File: src/rtl/core/odo_pkg.sv
// Shared types, constants and codes for the wheel encoder odometry block.
package odo_pkg;

  localparam int COUNT_BITS = 16;
  localparam int VAL_BITS   = 32;
  localparam int NUM_WHEELS = 4;
  localparam int GAIN_BITS  = 32;
  localparam int RAD_BITS   = 16;
  localparam int PER_BITS   = 24;
  localparam int ADDR_BITS  = 4;
  localparam int DIV_STEPS  = 2;
  localparam int DCNT_BITS  = $clog2(DIV_STEPS);

  localparam logic [63:0] RAW_CLAMP = 64'h1000_0000_0000_0000;
  localparam logic [63:0] DIV_LIMIT = 64'h0000_0002_8000_0000;

  localparam logic KIND_TICK  = 1'b0;
  localparam logic KIND_CLEAR = 1'b1;

  localparam logic [1:0] REG_RATE_GAIN     = 2'd0;
  localparam logic [1:0] REG_WHEEL_RADIUS  = 2'd1;
  localparam logic [1:0] REG_SAMPLE_PERIOD = 2'd2;

  localparam int LANE_LF = 0;
  localparam int LANE_LR = 1;
  localparam int LANE_RF = 2;
  localparam int LANE_RR = 3;

  typedef struct packed {
    logic                          kind;
    logic signed [COUNT_BITS-1:0]  count_left_front;
    logic signed [COUNT_BITS-1:0]  count_left_rear;
    logic signed [COUNT_BITS-1:0]  count_right_front;
    logic signed [COUNT_BITS-1:0]  count_right_rear;
  } in_item_t;

  typedef struct packed {
    logic signed [VAL_BITS-1:0] rate_left_front;
    logic signed [VAL_BITS-1:0] rate_left_rear;
    logic signed [VAL_BITS-1:0] rate_right_front;
    logic signed [VAL_BITS-1:0] rate_right_rear;
    logic signed [VAL_BITS-1:0] speed_left_front;
    logic signed [VAL_BITS-1:0] speed_left_rear;
    logic signed [VAL_BITS-1:0] speed_right_front;
    logic signed [VAL_BITS-1:0] speed_right_rear;
    logic signed [VAL_BITS-1:0] total_length;
    logic signed [VAL_BITS-1:0] delta_length;
  } out_item_t;

  typedef struct packed {
    logic mul_en;
    logic prep_en;
    logic div_en;
    logic rate_en;
    logic smul_en;
    logic speed_en;
  } lane_ctrl_t;

  typedef struct packed {
    logic dmul_en;
    logic dist_en;
    logic len_en;
    logic clear;
  } merge_ctrl_t;

  typedef enum logic [3:0] {
    ST_IDLE,
    ST_MUL,
    ST_PREP,
    ST_DIV,
    ST_RATE,
    ST_SMUL,
    ST_SPEED,
    ST_DMUL,
    ST_DIST,
    ST_LEN,
    ST_OUT
  } state_t;

endpackage

File: src/rtl/core/odo_lane.sv
// One wheel lane: count scaling, smoothing filter with divide by five, and speed.
module odo_lane (
  input  logic                                  clk,
  input  logic                                  rst_n,
  input  odo_pkg::lane_ctrl_t                   ctrl,
  input  logic signed [odo_pkg::COUNT_BITS-1:0] count,
  input  logic [odo_pkg::GAIN_BITS-1:0]         rate_gain,
  input  logic [odo_pkg::RAD_BITS-1:0]          wheel_radius,
  output logic signed [odo_pkg::VAL_BITS-1:0]   rate,
  output logic signed [odo_pkg::VAL_BITS-1:0]   speed
);

  localparam int CB       = odo_pkg::COUNT_BITS;
  localparam int MAG_BITS = CB + odo_pkg::GAIN_BITS;
  localparam int SP_BITS  = odo_pkg::VAL_BITS + odo_pkg::RAD_BITS + 1;

  // Reciprocal of five scaled by 2^36 and rounded up; exact for dividends below 2^34.
  localparam logic [33:0] RECIP_FIVE = 34'h3_3333_3334;

  logic [CB-1:0]       cnt_bits;
  logic [CB-1:0]       cnt_mag;
  logic [MAG_BITS-1:0] mag_nxt;
  logic [MAG_BITS-1:0] mag_r;
  logic                cneg_r;

  logic [63:0]         raw_mag;
  logic signed [63:0]  raw;
  logic signed [63:0]  old_x4;
  logic signed [63:0]  acc;
  logic [63:0]         acc_mag;
  logic [63:0]         dividend;

  logic [33:0]         dq_r;
  logic [51:0]         dsum_r;
  logic [50:0]         dpart;
  logic [51:0]         dsum_nxt;
  logic [31:0]         quot;
  logic                xneg_r;
  logic                big_r;

  logic signed [odo_pkg::VAL_BITS-1:0] rate_r;
  logic signed [odo_pkg::VAL_BITS-1:0] rate_nxt;

  logic signed [SP_BITS-1:0] sprod_nxt;
  logic signed [SP_BITS-1:0] sprod_r;
  logic [SP_BITS-1:0]        smag;
  logic [SP_BITS-1:0]        smag_rnd;
  logic [31:0]               sres;
  logic signed [odo_pkg::VAL_BITS-1:0] speed_r;

  assign cnt_bits = count;
  assign cnt_mag  = cnt_bits[CB-1] ? (~cnt_bits + 1'b1) : cnt_bits;
  assign mag_nxt  = MAG_BITS'(cnt_mag) * MAG_BITS'(rate_gain);

  always_comb begin
    raw_mag = 64'(mag_r);
    if (raw_mag > odo_pkg::RAW_CLAMP) begin
      raw_mag = odo_pkg::RAW_CLAMP;
    end
    raw      = cneg_r ? -$signed(raw_mag) : $signed(raw_mag);
    old_x4   = 64'(rate_r) <<< 2;
    acc      = raw + old_x4;
    acc_mag  = acc[63] ? (64'd0 - $unsigned(acc)) : $unsigned(acc);
    dividend = acc_mag + 64'd2;
  end

  // The dividend is multiplied by the reciprocal 17 bits at a time, low half first.
  assign dpart    = 51'(dq_r[16:0]) * 51'(RECIP_FIVE);
  assign dsum_nxt = 52'(dsum_r[51:17]) + 52'(dpart);
  assign quot     = dsum_r[50:19];

  always_comb begin
    if (big_r) begin
      rate_nxt = xneg_r ? {1'b1, {(odo_pkg::VAL_BITS-1){1'b0}}}
                        : {1'b0, {(odo_pkg::VAL_BITS-1){1'b1}}};
    end else if (xneg_r) begin
      rate_nxt = $signed(32'd0 - quot);
    end else begin
      rate_nxt = $signed(quot);
    end
  end

  assign sprod_nxt = SP_BITS'(rate_r) * SP_BITS'($signed({1'b0, wheel_radius}));
  assign smag      = sprod_r[SP_BITS-1] ? (SP_BITS'(0) - $unsigned(sprod_r))
                                        : $unsigned(sprod_r);
  assign smag_rnd  = smag + SP_BITS'(32768);
  assign sres      = smag_rnd[47:16];

  always_ff @(posedge clk) begin
    if (!rst_n) begin
      rate_r <= '0;
    end else if (ctrl.rate_en) begin
      rate_r <= rate_nxt;
    end
  end

  always_ff @(posedge clk) begin
    if (ctrl.mul_en) begin
      mag_r  <= mag_nxt;
      cneg_r <= cnt_bits[CB-1];
    end
    if (ctrl.prep_en) begin
      xneg_r <= acc[63];
      big_r  <= (dividend >= odo_pkg::DIV_LIMIT);
      dq_r   <= dividend[33:0];
      dsum_r <= '0;
    end else if (ctrl.div_en) begin
      dq_r   <= {17'd0, dq_r[33:17]};
      dsum_r <= dsum_nxt;
    end
    if (ctrl.smul_en) begin
      sprod_r <= sprod_nxt;
    end
    if (ctrl.speed_en) begin
      speed_r <= sprod_r[SP_BITS-1] ? $signed(32'd0 - sres) : $signed(sres);
    end
  end

  assign rate  = rate_r;
  assign speed = speed_r;

endmodule

File: config.mk
export PLATFORM = sky130hd
export DESIGN_NAME = odo_lane
export DESIGN_NICKNAME = d
export VERILOG_FILES = /design/src/rtl/core/odo_pkg.sv /design/src/rtl/core/odo_lane.sv
export SDC_FILE = /design/constraint.sdc
export NUM_CORES = 2
export LEC_CHECK = 0
export BUFFER_PORTS_ARGS = -buffer_cell sky130_fd_sc_hd__buf_2
export CELL_PAD_IN_SITES_DETAIL_PLACEMENT = 1
export CELL_PAD_IN_SITES_GLOBAL_PLACEMENT = 1
export CORE_MARGIN = 5
export CORE_UTILIZATION = 25
export CTS_CLUSTER_DIAMETER = 40
export DETAILED_ROUTE_END_ITERATION = 8
export GPL_TIMING_DRIVEN = 0
export PLACE_DENSITY_LB_ADDON = 0.1
export SLEW_MARGIN = 20
export SYNTH_ARGS = -nofsm -noshare
export SYNTH_HDL_FRONTEND = slang
export SYNTH_SLANG_ARGS = --single-unit
File: constraint.sdc
create_clock -name clk -period 13.91 [get_ports clk]
set_input_delay 2.0865 -clock clk [delete_from_list [all_inputs] [get_ports clk]]
set_output_delay 2.0865 -clock clk [all_outputs]
set_load 0.005 [all_outputs]
==> results.txt <==
DRC violations left - 0
FF+latch count, synth - 231
TritonRoute pass-1 iters - 5
Area grow syn2layout - 11.0%
Largest family of logic cells by synthesized area - adder cells
Cells after Synth - 6952
Initial drt markers - 2209
Grt met3 use - 0.0126
GR Util met1 - 0.255
Number of synthesis warnings - 0
Largest net degree at the start of global routing - 50
Post-synthesis simple-gate area fraction - 0.184
Compound-Gate Fraction of Synth Area - 0.116
Critical path capture point type - register
Worst stage delay on the critical path - 0.62 ns
Min-Delay Path Class - reg2reg
CTS tree - built
Share of cells above drive strength 1 - 0.0483
Initial core utilization - 0.251
Mux cell area share after synthesis - 0.0105
Post-synthesis xor/xnor area fraction - 0.0648
Fin cells - 10400
H-tree level count - 2
Die area - 251000 µm²
Dpl cells - 10300
Setup TNS - 0 ns
Final clock skew - 0.0509 ns
Setup-failing EPs final - 0
Initial antenna violation count - 21
Clock buffer depth - 3
# IOs - 136
Min cycle time layout - 12.83 ns
Most frequent cells in the layout - 1143 x inv_1, 997 x fa_1, 896 x nand2_1, 474 x ha_1, 319 x and2_1
Die width - 501 µm
First-pass GRT wire length - 354000 µm
Synthesized area per cell - 8.67 µm²
Worst Setup Path Type - reg2reg
Grt met2 use - 0.323
Antenna viol nets, final - 0
RSZ-0062 raised after global routing - no
Synth Flop Type - edfxtp_1
WL final - 231000 µm
DP Area - 65000 µm²
Post-detail-place hpwl - 197000 µm
I/O Buffers - 133
Critical Path Fanout Max - 19
Number of nets in the layout - 8685
Final Slew Violations - 0
CP delay by family, top - simple AND/OR/NAND/NOR gates
Most used routing layer - met2
Num CTS Buffers - 55
Post-synthesis sequential area ratio - 0.104
Period Utilization, post-route - 0.923
Post-synth EDFFs - 166
Outcome - finished, final reports clean
Adder-cell area share of the yosys netlist - 0.430
Final instance area - 66900 µm²
Worst slew margin - 0.212
Fin. Hold Viols - 0
Routed wire length per instance - 22.3 µm
Die H - 501 µm
Tot GR Track Use - 0.185
Floorplan core area - 240000 µm²
Clock slew at reported path FFs - 0.05 ns
# rows - 180
Clk sinks - 231
Clock Latency Late Sink - 0.65 ns
MaxCap Viol Count - 0
Number of global-route vias before repair - 54500
Placer Congestion - 0.850
GR Overflow Total - 0
Syn nets - 8495
Type of origin of the critical path - register
Final hold slack - 0.498 ns
Worst R2R Setup Slack - 1.08 ns
Vias per Instance - 4.73
Crit path buffers/inverters - 8
Via count - 49100
Netlist cell types - 99
Fmax - 0.0779 GHz
Slew @ Worst Pin - 1.18 ns
Async set-reset flop share out of synthesis - 0
Most common cell after layout, fill and taps aside - inv_1
Clk root buf - clkbuf_16
Worst endpoint required time - 14.26 ns
CP Data Arrival Time - 13.18 ns
Slowest CP cell - a2111oi_4
Synthesized area - 60300 µm²
-- worst paths after layout --
check	endpoint	start	depth (start not counted)
worst min-delay path	dsum_r[51]	dsum_r[51]	2
worst max-delay path	big_r	mag_r[0]	40
worst min register to register	dsum_r[51]	dsum_r[51]	2
worst max register to register	big_r	mag_r[0]	40
-- worst register-to-register path, delay by kind of cell (launching register included) --
kind                       cells  cell delay [ns]
xor gates and xnor gates       2             0.32
adders and majority gates      3             1.08
and+or+nand+nor               21             6.16
muxes                          1             0.15
DFF                            1             0.61
AOI/OAI and AO/OA              5             2.23
buffers and inverters          8             2.00
-- cell usage after synthesis (10+ instances only) --
master        n  share of area
a31oi_1      27         0.0028
dfxtp_1      65          0.022
nand2_1     896          0.056
nor4_1       47         0.0049
buf_1        11        0.00068
edfxtp_1    166          0.083
a21oi_1     278          0.023
and4_1       11         0.0016
a21o_1      102          0.013
mux2_2       19         0.0035
ha_1        474          0.098
nand3_1      99         0.0082
o211ai_1     33         0.0041
nor2_1      271          0.017
a21boi_0     23         0.0029
o31a_1       21         0.0031
nor2b_1     147          0.015
o22ai_1      14         0.0015
or2_2        30         0.0031
inv_1      1143          0.071
o41ai_1      15         0.0022
and2_1      319          0.033
a2111oi_0    10         0.0015
nand4_1      53         0.0055
clkbuf_1    284          0.018
xnor2_1     318          0.046
or3_1        61         0.0063
mux2i_1      42         0.0070
o31ai_1      41         0.0051
o21ai_0     213          0.018
nand2b_1     62         0.0064
or4_1        26         0.0032
and3_1       40         0.0042
a211oi_1     57         0.0071
o211a_1      13         0.0022
o21a_1       39         0.0049
nor3_1      112         0.0093
fa_1        997           0.33
o21bai_1     31         0.0039
a211o_1      10         0.0015
xor2_1      128          0.019
o2111a_1     10         0.0019
nor3b_1      11         0.0014
-- layout make-up --
type | count | area (µm²)
diodes | 5 | 12.5
plain buffers | 303 | 1170
clock buffers | 62 | 1430
clock inverters | 40 | 397
fillers | 28300 | 173000
inverters | 1144 | 4290
multi-input cells | 5270 | 48600
flip-flops and latches | 231 | 6290
well taps | 3185 | 3990
repair buffers | 137 | 713
-- sequential cells by signal (all words and copies together), names as in the netlist --
register and count:
rate 32, xneg_r 1, big_r 1, sprod_r 49, dq_r 34, mag_r 48
cneg_r 1, speed 32, dsum_r 33
-- metrics by stage --
step           worst slack [ns]  utilization
2_1_floorplan              3.43            -
3_3_place_gp              -1.96        0.270
3_5_place_dp              -1.08        0.271
4_1_cts                  0.0608        0.278
5_1_grt                   0.228        0.278
6_report                   1.08        0.278
-- timing repair --
action | in CTS | in global routing
gates resized for setup | 2 | 4
hold buffers | 0 | 0
pin swaps | 1 | 0
setup endpoints to repair | 3 | 1
setup buffers | 1 | 0
-- routing by layer --
metal	wire length, µm	share of wire
met1	109000	0.47
met5	10	0.000043
met3	5750	0.025
met4	4140	0.018
met2	113000	0.49
-- cell families after synthesis --
group | after synthesis
multiplexers | 61
buffers and inverters | 1451
XOR/XNOR | 446
AO/OA/AOI/OAI | 1048
AND/OR/NAND/NOR | 2243
adder cells (fa/ha/maj) | 1472
flip-flops | 231
Power is left out: the tool's default activity adds up to more than one toggle a clock period on the data nets, which glitch-free logic cannot reach.
